<file path="src/hw/rtl/ring_queue_with_search_remove_core_macros.svh">
// Assertion macros for the ring queue block.
// Included by the modules that carry concurrent checks; no other dependencies.
`ifndef RING_QUEUE_WITH_SEARCH_REMOVE_CORE_MACROS_SVH
`define RING_QUEUE_WITH_SEARCH_REMOVE_CORE_MACROS_SVH

// Same-cycle implication, disabled while reset is asserted.
`define RQ_ASSERT_IMPL(lbl, clk, rstn, ante, cons, msg) \
    lbl: assert property (@(posedge clk) disable iff (!(rstn)) (ante) |-> (cons)) \
        else $error(msg);

// Next-cycle implication, disabled while reset is asserted.
`define RQ_ASSERT_NEXT(lbl, clk, rstn, ante, cons, msg) \
    lbl: assert property (@(posedge clk) disable iff (!(rstn)) (ante) |=> (cons)) \
        else $error(msg);

`endif

</file>
<file path="src/hw/rtl/rq_pkg.sv">
// Shared types and constants for the ring queue block.
// Used by rq_cell and ring_queue_with_search_remove_core; no dependencies.
package rq_pkg;

    localparam int DEPTH  = 16;
    localparam int SLOT_W = $clog2(DEPTH);
    localparam int CNT_W  = SLOT_W + 1;
    localparam int WORD_W = 16;

    typedef enum logic [1:0] {
        MODE_APPEND = 2'd0,
        MODE_POP    = 2'd1,
        MODE_REMOVE = 2'd2,
        MODE_FIND   = 2'd3
    } t_mode;

    typedef enum logic [1:0] {
        ST_OK        = 2'd0,
        ST_FULL      = 2'd1,
        ST_EMPTY     = 2'd2,
        ST_NOT_FOUND = 2'd3
    } t_status;

    // input beat
    typedef struct packed {
        t_mode             mode;
        logic [WORD_W-1:0] value;
    } t_in;

    // result beat
    typedef struct packed {
        t_status           status;
        logic [WORD_W-1:0] data;
        logic [SLOT_W-1:0] position;
        logic [CNT_W-1:0]  occupancy;
    } t_out;

    // per-cell control from the sequencer
    typedef struct packed {
        logic wr;        // store broadcast word
        logic shift;     // take neighbor's word (gap closing)
        logic tok_load;  // load search token
        logic tok_head;  // token value on load (this cell is the head)
        logic tok_run;   // take token from previous cell
    } t_cell_ctl;

endpackage

</file>
<file path="src/hw/rtl/rq_cell.sv">
// One queue slot: holds a word, compares it with the search key and passes
// the search token along the ring. Depends on rq_pkg.
module rq_cell (
    input  logic                      i_clk,
    input  logic                      i_rst_n,
    input  rq_pkg::t_cell_ctl         i_ctl,
    input  logic [rq_pkg::WORD_W-1:0] i_wdata,
    input  logic [rq_pkg::WORD_W-1:0] i_nb_word,
    input  logic [rq_pkg::WORD_W-1:0] i_key,
    input  logic                      i_tok,
    output logic [rq_pkg::WORD_W-1:0] o_word,
    output logic                      o_tok,
    output logic                      o_hit
);
    import rq_pkg::*;

    logic [WORD_W-1:0] r_word;
    logic              r_tok;

    // stored word: append write or shift from the next slot
    always_ff @(posedge i_clk) begin
        if (i_ctl.wr) begin
            r_word <= i_wdata;
        end else if (i_ctl.shift) begin
            r_word <= i_nb_word;
        end
    end

    // search token
    always_ff @(posedge i_clk) begin
        if (!i_rst_n) begin
            r_tok <= 1'b0;
        end else if (i_ctl.tok_load) begin
            r_tok <= i_ctl.tok_head;
        end else if (i_ctl.tok_run) begin
            r_tok <= i_tok;
        end
    end

    assign o_word = r_word;
    assign o_tok  = r_tok;
    assign o_hit  = r_tok && (r_word == i_key);

endmodule

</file>
<file path="src/hw/rtl/ring_queue_with_search_remove_core.sv">
// Ring queue of 16-bit words with append, pop, remove-by-value and find.
// Built from a ring of rq_cell slots; depends on rq_pkg and the macro header.
//
// Usage:
//   Input channel (i_in_valid / o_in_stall / i_in_data) takes one operation
//   per beat; output channel (o_out_valid / i_out_stall / o_out_data) returns
//   exactly one result beat per operation, in order.
//   i_cfg_we / i_cfg_wdata write the capacity register (0 acts as 1, above
//   16 acts as 16) and empty the queue; write it only while the block is idle.
// Sequence:
//   Append and pop: the accepting idle state is followed by the done state,
//   which loads the result register; no new beat is taken until the block
//   is back in the idle state. Find runs the search state until the match,
//   remove adds the shift state after it; without a match both search every
//   held entry from the head. The search token walks one slot per cycle
//   around the cell ring.
// Reset (synchronous, active low): queue empty, capacity 16, no result.
// A stalled result stays in the output register; the block finishes at most
// one more operation and then holds o_in_stall high until the result leaves.
`include "ring_queue_with_search_remove_core_macros.svh"

module ring_queue_with_search_remove_core (
    input  logic                     i_clk,
    input  logic                     i_rst_n,
    input  logic                     i_in_valid,
    output logic                     o_in_stall,
    input  rq_pkg::t_in              i_in_data,
    output logic                     o_out_valid,
    input  logic                     i_out_stall,
    output rq_pkg::t_out             o_out_data,
    input  logic                     i_cfg_we,
    input  logic [rq_pkg::CNT_W-1:0] i_cfg_wdata
);
    import rq_pkg::*;

    typedef enum logic [1:0] {
        S_IDLE,
        S_SEARCH,
        S_SHIFT,
        S_DONE
    } t_state;

    t_state            r_state;
    logic [SLOT_W-1:0] r_head;
    logic [SLOT_W-1:0] r_tail;
    logic              r_empty;
    logic [CNT_W-1:0]  r_cap;
    t_mode             r_mode;
    logic [WORD_W-1:0] r_value;
    logic [CNT_W-1:0]  r_cnt;
    logic [SLOT_W-1:0] r_found;
    t_status           r_pend_status;
    logic [WORD_W-1:0] r_pend_data;
    logic [SLOT_W-1:0] r_pend_pos;
    logic              r_out_valid;
    t_out              r_out;

    logic [CNT_W-1:0]  capv;
    logic [SLOT_W-1:0] capm1;
    logic [CNT_W-1:0]  occ;
    logic              in_acc;
    logic              full;
    logic [SLOT_W-1:0] app_slot;
    logic              out_free;
    logic              any_hit;
    logic [SLOT_W-1:0] hit_pos;
    logic [CNT_W-1:0]  span;

    logic [WORD_W-1:0] cell_word [DEPTH];
    logic [DEPTH-1:0]  cell_tok;
    logic [DEPTH-1:0]  cell_hit;
    logic [DEPTH-1:0]  shift_en;
    t_cell_ctl         cell_ctl  [DEPTH];

    // next slot with wrap at the active capacity
    function automatic logic [SLOT_W-1:0] nxt(input logic [SLOT_W-1:0] s,
                                              input logic [CNT_W-1:0]  cap);
        logic [CNT_W-1:0] n;
        n = {1'b0, s} + CNT_W'(1);
        return (n >= cap) ? '0 : n[SLOT_W-1:0];
    endfunction

    // distance from a to b walking upward with wrap
    function automatic logic [CNT_W-1:0] ring_dist(input logic [CNT_W-1:0] a,
                                                   input logic [CNT_W-1:0] b,
                                                   input logic [CNT_W-1:0] cap);
        logic [CNT_W-1:0] d;
        if (b >= a) begin
            d = b - a;
        end else begin
            d = b + cap - a;
        end
        return d;
    endfunction

    // effective capacity
    always_comb begin
        if (r_cap == '0) begin
            capv = CNT_W'(1);
        end else if (r_cap > CNT_W'(DEPTH)) begin
            capv = CNT_W'(DEPTH);
        end else begin
            capv = r_cap;
        end
        capm1 = SLOT_W'(capv - CNT_W'(1));
    end

    // entries held
    always_comb begin
        if (r_empty) begin
            occ = '0;
        end else begin
            occ = ring_dist({1'b0, r_head}, {1'b0, r_tail}, capv) + CNT_W'(1);
        end
    end

    assign in_acc     = i_in_valid && (r_state == S_IDLE);
    assign o_in_stall = (r_state != S_IDLE);
    assign full       = !r_empty && (r_head == nxt(r_tail, capv));
    assign app_slot   = r_empty ? '0 : nxt(r_tail, capv);
    assign out_free   = !r_out_valid || !i_out_stall;

    // match encode (only one token is live)
    always_comb begin
        any_hit = |cell_hit;
        hit_pos = '0;
        for (int k = 0; k < DEPTH; k++) begin
            if (cell_hit[k]) begin
                hit_pos = hit_pos | SLOT_W'(k);
            end
        end
    end

    // gap closing range: slots from the match up to one before the tail
    always_comb begin
        span = ring_dist({1'b0, r_found}, {1'b0, r_tail}, capv);
        for (int k = 0; k < DEPTH; k++) begin
            shift_en[k] = (CNT_W'(k) < capv) &&
                          (ring_dist({1'b0, r_found}, CNT_W'(k), capv) < span);
        end
    end

    // per-cell control
    always_comb begin
        for (int k = 0; k < DEPTH; k++) begin
            cell_ctl[k].wr       = in_acc && (i_in_data.mode == MODE_APPEND) && !full &&
                                   (app_slot == SLOT_W'(k));
            cell_ctl[k].shift    = (r_state == S_SHIFT) && shift_en[k];
            cell_ctl[k].tok_load = in_acc && ((i_in_data.mode == MODE_REMOVE) ||
                                              (i_in_data.mode == MODE_FIND));
            cell_ctl[k].tok_head = (r_head == SLOT_W'(k));
            cell_ctl[k].tok_run  = (r_state == S_SEARCH);
        end
    end

    // cell ring
    for (genvar k = 0; k < DEPTH; k++) begin : g_cell
        localparam int NK = (k + 1) % DEPTH;
        logic [WORD_W-1:0] nb_word;
        logic              tok_in;

        assign nb_word = (SLOT_W'(k) == capm1) ? cell_word[0] : cell_word[NK];
        if (k == 0) begin : g_first
            assign tok_in = cell_tok[capm1];
        end else begin : g_rest
            assign tok_in = cell_tok[k-1] && (CNT_W'(k) < capv);
        end

        rq_cell u_cell (
            .i_clk     (i_clk),
            .i_rst_n   (i_rst_n),
            .i_ctl     (cell_ctl[k]),
            .i_wdata   (i_in_data.value),
            .i_nb_word (nb_word),
            .i_key     (r_value),
            .i_tok     (tok_in),
            .o_word    (cell_word[k]),
            .o_tok     (cell_tok[k]),
            .o_hit     (cell_hit[k])
        );
    end

    // sequencer, pointers and result registers
    always_ff @(posedge i_clk) begin
        if (!i_rst_n) begin
            r_state     <= S_IDLE;
            r_head      <= '0;
            r_tail      <= '0;
            r_empty     <= 1'b1;
            r_cap       <= CNT_W'(DEPTH);
            r_out_valid <= 1'b0;
        end else begin
            if (r_out_valid && !i_out_stall) begin
                r_out_valid <= 1'b0;
            end
            unique case (r_state)
                S_IDLE: begin
                    if (in_acc) begin
                        r_mode        <= i_in_data.mode;
                        r_value       <= i_in_data.value;
                        r_cnt         <= occ;
                        r_pend_status <= ST_OK;
                        r_pend_data   <= '0;
                        r_pend_pos    <= '0;
                        r_state       <= S_DONE;
                        unique case (i_in_data.mode)
                            MODE_APPEND: begin
                                if (full) begin
                                    r_pend_status <= ST_FULL;
                                end else begin
                                    r_head     <= r_empty ? '0 : r_head;
                                    r_tail     <= app_slot;
                                    r_empty    <= 1'b0;
                                    r_pend_pos <= app_slot;
                                end
                            end
                            MODE_POP: begin
                                if (r_empty) begin
                                    r_pend_status <= ST_EMPTY;
                                end else begin
                                    r_pend_data <= cell_word[r_head];
                                    if (r_head == r_tail) begin
                                        r_head  <= '0;
                                        r_tail  <= '0;
                                        r_empty <= 1'b1;
                                    end else begin
                                        r_head <= nxt(r_head, capv);
                                    end
                                end
                            end
                            MODE_REMOVE, MODE_FIND: begin
                                if (r_empty) begin
                                    r_pend_status <= ST_NOT_FOUND;
                                end else begin
                                    r_state <= S_SEARCH;
                                end
                            end
                            default: begin
                                r_state <= S_DONE;
                            end
                        endcase
                    end else if (i_cfg_we) begin
                        r_cap   <= i_cfg_wdata;
                        r_head  <= '0;
                        r_tail  <= '0;
                        r_empty <= 1'b1;
                    end
                end
                S_SEARCH: begin
                    if (any_hit) begin
                        if (r_mode == MODE_FIND) begin
                            r_pend_pos <= hit_pos;
                            r_state    <= S_DONE;
                        end else begin
                            r_found <= hit_pos;
                            r_state <= S_SHIFT;
                        end
                    end else if (r_cnt == CNT_W'(1)) begin
                        r_pend_status <= ST_NOT_FOUND;
                        r_state       <= S_DONE;
                    end else begin
                        r_cnt <= r_cnt - CNT_W'(1);
                    end
                end
                S_SHIFT: begin
                    // cells move their words this cycle; fix up the tail
                    if (r_head == r_tail) begin
                        r_head  <= '0;
                        r_tail  <= '0;
                        r_empty <= 1'b1;
                    end else begin
                        r_tail <= (r_tail == '0) ? capm1 : r_tail - SLOT_W'(1);
                    end
                    r_state <= S_DONE;
                end
                S_DONE: begin
                    if (out_free) begin
                        r_out_valid     <= 1'b1;
                        r_out.status    <= r_pend_status;
                        r_out.data      <= r_pend_data;
                        r_out.position  <= r_pend_pos;
                        r_out.occupancy <= occ;
                        r_state         <= S_IDLE;
                    end
                end
                default: begin
                    r_state <= S_IDLE;
                end
            endcase
        end
    end

    assign o_out_valid = r_out_valid;
    assign o_out_data  = r_out;

    // checks
    `RQ_ASSERT_IMPL(a_tok_single, i_clk, i_rst_n, r_state == S_SEARCH,
                    $onehot(cell_tok), "search token lost or duplicated")
    `RQ_ASSERT_IMPL(a_empty_ptrs, i_clk, i_rst_n, r_empty,
                    (r_head == '0) && (r_tail == '0), "empty queue with stray pointers")
    `RQ_ASSERT_IMPL(a_occ_range, i_clk, i_rst_n, 1'b1,
                    occ <= capv, "occupancy above capacity")
    `RQ_ASSERT_NEXT(a_accept_busy, i_clk, i_rst_n, in_acc,
                    r_state != S_IDLE, "accepted beat did not start work")
    `RQ_ASSERT_IMPL(a_cnt_live, i_clk, i_rst_n, r_state == S_SEARCH,
                    r_cnt != '0, "search running with no entries left")

endmodule

</file>
<file path="config.mk">
export PLATFORM = sky130hd
export DESIGN_NAME = ring_queue_with_search_remove_core
export DESIGN_NICKNAME = d
export VERILOG_FILES = /design/src/hw/rtl/rq_pkg.sv /design/src/hw/rtl/rq_cell.sv /design/src/hw/rtl/ring_queue_with_search_remove_core.sv
export VERILOG_INCLUDE_DIRS = /design/src /design/src/hw/rtl
export SDC_FILE = /design/constraint.sdc
export NUM_CORES = 1
export LEC_CHECK = 0
export BUFFER_PORTS_ARGS = -buffer_cell sky130_fd_sc_hd__buf_2
export CAP_MARGIN = 0
export CORE_ASPECT_RATIO = 0.8
export CORE_MARGIN = 4
export CORE_UTILIZATION = 45
export CTS_CLUSTER_DIAMETER = 60
export DETAILED_ROUTE_END_ITERATION = 7
export HOLD_SLACK_MARGIN = 0.05
export PLACE_DENSITY = 0.62
export SETUP_SLACK_MARGIN = 0.02
export SKIP_CTS_REPAIR_TIMING = 1
export SLEW_MARGIN = 25
export SYNTH_ARGS = -nofsm -noshare
export SYNTH_HDL_FRONTEND = slang
export SYNTH_SLANG_ARGS = --single-unit
</file>
<file path="constraint.sdc">
create_clock -name i_clk -period 13.9 [get_ports i_clk]
set_input_delay 2.085 -clock i_clk [delete_from_list [all_inputs] [get_ports i_clk]]
set_output_delay 2.085 -clock i_clk [all_outputs]
set_load 0.05 [all_outputs]
</file>
==> impl_metrics.env <==
export IMPL_vias=22505
export IMPL_post_route_period_util=0.432
export IMPL_final_setup_tns_ns=0
export IMPL_rsz0062_at_grt="no"
export IMPL_cts_root_buf="clkbuf_16"
export IMPL_fin_ws_ns=7.89
export IMPL_crit_chain="inv_1 > nand2_1 > inv_1 > ha_1 > inv_1 > ha_1 > fa_1 > mux2_2 > ha_1 > a21oi_1 > o21ai_0 > maj3_1 > maj3_1 > o21ai_2"
export IMPL_cp_required_ns=14.11
export IMPL_synthTopCellsByCount="edfxtp_1, mux2_2, xor2_1"
export IMPL_drt_total_wl_um=108000
export IMPL_post_synth_top_count_cell="edfxtp_1"
export IMPL_synthesis_nets=2755
export IMPL_core_sq_um=62600
export IMPL_hpwl_um=76000
export IMPL_synth_top_family_by_area="multiplexers"
export IMPL_setup_viol=0
export IMPL_ir_worst_vdd_v=0.0000729
export IMPL_drc=0
export IMPL_netlist_instances=2595
export IMPL_grt_overflow=0
export IMPL_outcome="completed"
export IMPL_h_tree_depth=2
export IMPL_cts_max_path_buffers=3
export IMPL_fin_skew_ns=0.0398
export IMPL_slew_violations=0
export IMPL_postPlaceCellArea_sq_um=29400
export IMPL_first_global_vias=21067
export IMPL_worst_pin_slew_ns=1.10
export IMPL_ys_warn_count=0
export IMPL_hold_class="register to register"
export IMPL_synthFlopType="edfxtp_1"
export IMPL_seqCellArea_sq_um=10600
export IMPL_fin_nets=2713
export IMPL_cp_slowest_cell="o21ai_2"
export IMPL_synth_area_leader_cell="edfxtp_1"
export IMPL_cts_sinks=365
export IMPL_max_freq_ghz=0.166
export IMPL_rows=82
export IMPL_netlist_area_sq_um=28400
export IMPL_grtUsageTotal=0.316
export IMPL_start_util=0.454
export IMPL_cts_made_buffers=42
export IMPL_busiest_layer="met1"
export IMPL_post_route_min_period_ns=6.01
export IMPL_final_cell_area_sq_um=30800
export IMPL_ys_seq_area_frac=0.374
export IMPL_synth_distinct_cells=88
export IMPL_drtIter0Drc=3376
export IMPL_synth_compound_area_frac=0.0983
export IMPL_synth_area_leaders="edfxtp_1, mux2_2, mux4_2"
export IMPL_chipHeight_um=233
export IMPL_synth_xor_area_frac=0.0975
export IMPL_synth_edf_count=332
export IMPL_synth_avg_cell_area_sq_um=11.0
export IMPL_drive_above_1_share=0.230
export IMPL_maxSlewHeadroom=0.269
export IMPL_power_density_nw_per_um2=149
export IMPL_gp_congestion=0.991
export IMPL_power_leakage_nw=11.6
export IMPL_postRouteAntennaNets=0
export IMPL_wl_per_cell_um=31.6
export IMPL_die_w_um=289
export IMPL_grtUsageMet1=0.476
export IMPL_critPathLaunchType="register"
export IMPL_drt_pass1_iter_count=6
export IMPL_fin_util=0.491
export IMPL_io_buffers=56
export IMPL_met3_usage=0.110
export IMPL_vias_per_cell=6.57
export IMPL_synth_top_area_frac=0.351
export IMPL_crit_fanout=16
export IMPL_worstSkewPairLatency_ns=0.59
export IMPL_grt_pass1_wl_um=154000
export IMPL_antenna_found_initial=3
export IMPL_path_class="register to register"
export IMPL_ioPinCount=57
export IMPL_totalPowerFinal_w=0.00457
export IMPL_yosys_area_share_adder=0.0680
export IMPL_max_cap_violations=0
export IMPL_worstPathArrival_ns=6.22
export IMPL_grt_use_met2=0.427
export IMPL_muxShareOfSynthArea=0.228
export IMPL_slowest_delay_ns=0.82
export IMPL_multiInputGateArea_sq_um=16800
export IMPL_synth_seq_cells=365
export IMPL_syn_to_final_growth_pct=8.14
export IMPL_cts_tree="done"
export IMPL_finalHoldViolCount=0
export IMPL_grt_max_degree=66
export IMPL_synth_async_reset_ratio=0
export IMPL_dieArea_sq_um=67300
export IMPL_cp_end_kind="register"
export IMPL_post_place_ws_ns=8.05
export IMPL_num_fill_cells=5640
export IMPL_path_clk_slew_ns=0.06
export IMPL_synth_simple_area_share=0.0933
final cells by class:
cell class,instances,share of cell area
multi-input cells,1962,0.545
flip-flops and latches,365,0.346
clock buffers,50,0.0352
well taps,840,0.0342
repair buffers,121,0.0250
inverters,61,0.00745
clock inverters,23,0.00679
diodes,2,0.000163
routing by layer:
layer / up-vias / share of wire
met2: 1653 / 0.39
met1: 11141 / 0.43
li1: 9523 / -
met4: 0 / 0.030
met5: - / 0
met3: 188 / 0.15
cell families (layout without fill, tap and decap cells):
family                     after synthesis  after routing
xor gates and xnor gates               314            314
other                                    0              2
and+or+nand+nor                        547            547
buffers and inverters                  268            255
adders and majority gates              148            148
muxes                                  497            497
DFF                                    365            365
AOI/OAI and AO/OA                      456            456
worst paths after layout:
kind                            from                                    to  slack (ns)  depth (start not counted)
max            r_cap[4]$_SDFFE_PN1P_  g_cell[1].u_cell.o_word[7]$_DFFE_PP_        7.89                         14
min reg2reg  r_pend_pos[0]$_DFFE_PP_               o_out_data[5]$_DFFE_PP_        0.42                          0
max reg2reg    r_cap[4]$_SDFFE_PN1P_  g_cell[1].u_cell.o_word[7]$_DFFE_PP_        7.89                         14
min          r_pend_pos[0]$_DFFE_PP_               o_out_data[5]$_DFFE_PP_        0.42                          0
registers in the layout, indices dropped and copies added (netlist names):
name and count:
r_cap 5, o_out_valid 1, g_cell.u_cell.o_tok 16, r_pend_pos 4
r_empty 1, r_pend_data 16, r_found 4, r_cnt 5
r_mode 2, g_cell.u_cell.o_word 256, r_pend_status 2, o_out_data 27
r_tail 4, r_value 16, r_head 4, r_state 2
power by group:
| part | internal, W | switching (W) | total (W) | leakage [nW] |
|---|---|---|---|---|
| Combinational | 0.000644 | 0.00109 | 0.00173 | 7.64 |
| Clock | 0.000596 | 0.000489 | 0.00108 | 0.625 |
| Sequential | 0.00151 | 0.000242 | 0.00175 | 3.31 |
| Total | 0.00275 | 0.00182 | 0.00457 | 11.6 |
worst max-delay path: cells and delay by family (launching register included):
kind                       cells  cell delay (ns)
DFF                            1             0.80
and+or+nand+nor                1             0.45
buffers and inverters          3             0.71
AOI/OAI and AO/OA              3             1.08
adders and majority gates      6             2.28
muxes                          1             0.29
layout by cell type (no fill, tap or decap), types with 65 or more instances in the layout:
cell type | synthesis | final
xnor2_1 | 98 | 98
mux2i_1 | 116 | 116
a21oi_1 | 209 | 208
edfxtp_1 | 332 | 332
mux2_2 | 260 | 260
ha_1 | 116 | 116
nor2_1 | 183 | 182
nand2_1 | 151 | 150
buf_4 | 11 | 65
mux4_2 | 84 | 84
xor2_1 | 214 | 214
stage by stage:
| step | std cells | hold slack, ns |
|---|---|---|
| CTS | 3422 | 0.419 |
| floorplan | 2595 | 0.400 |
| finish | 3424 | 0.419 |
| global route | 3422 | 0.422 |
| global placement | 3349 | 0.401 |
| detailed placement | 3349 | 0.405 |
(Power assumes the default switching activity.)
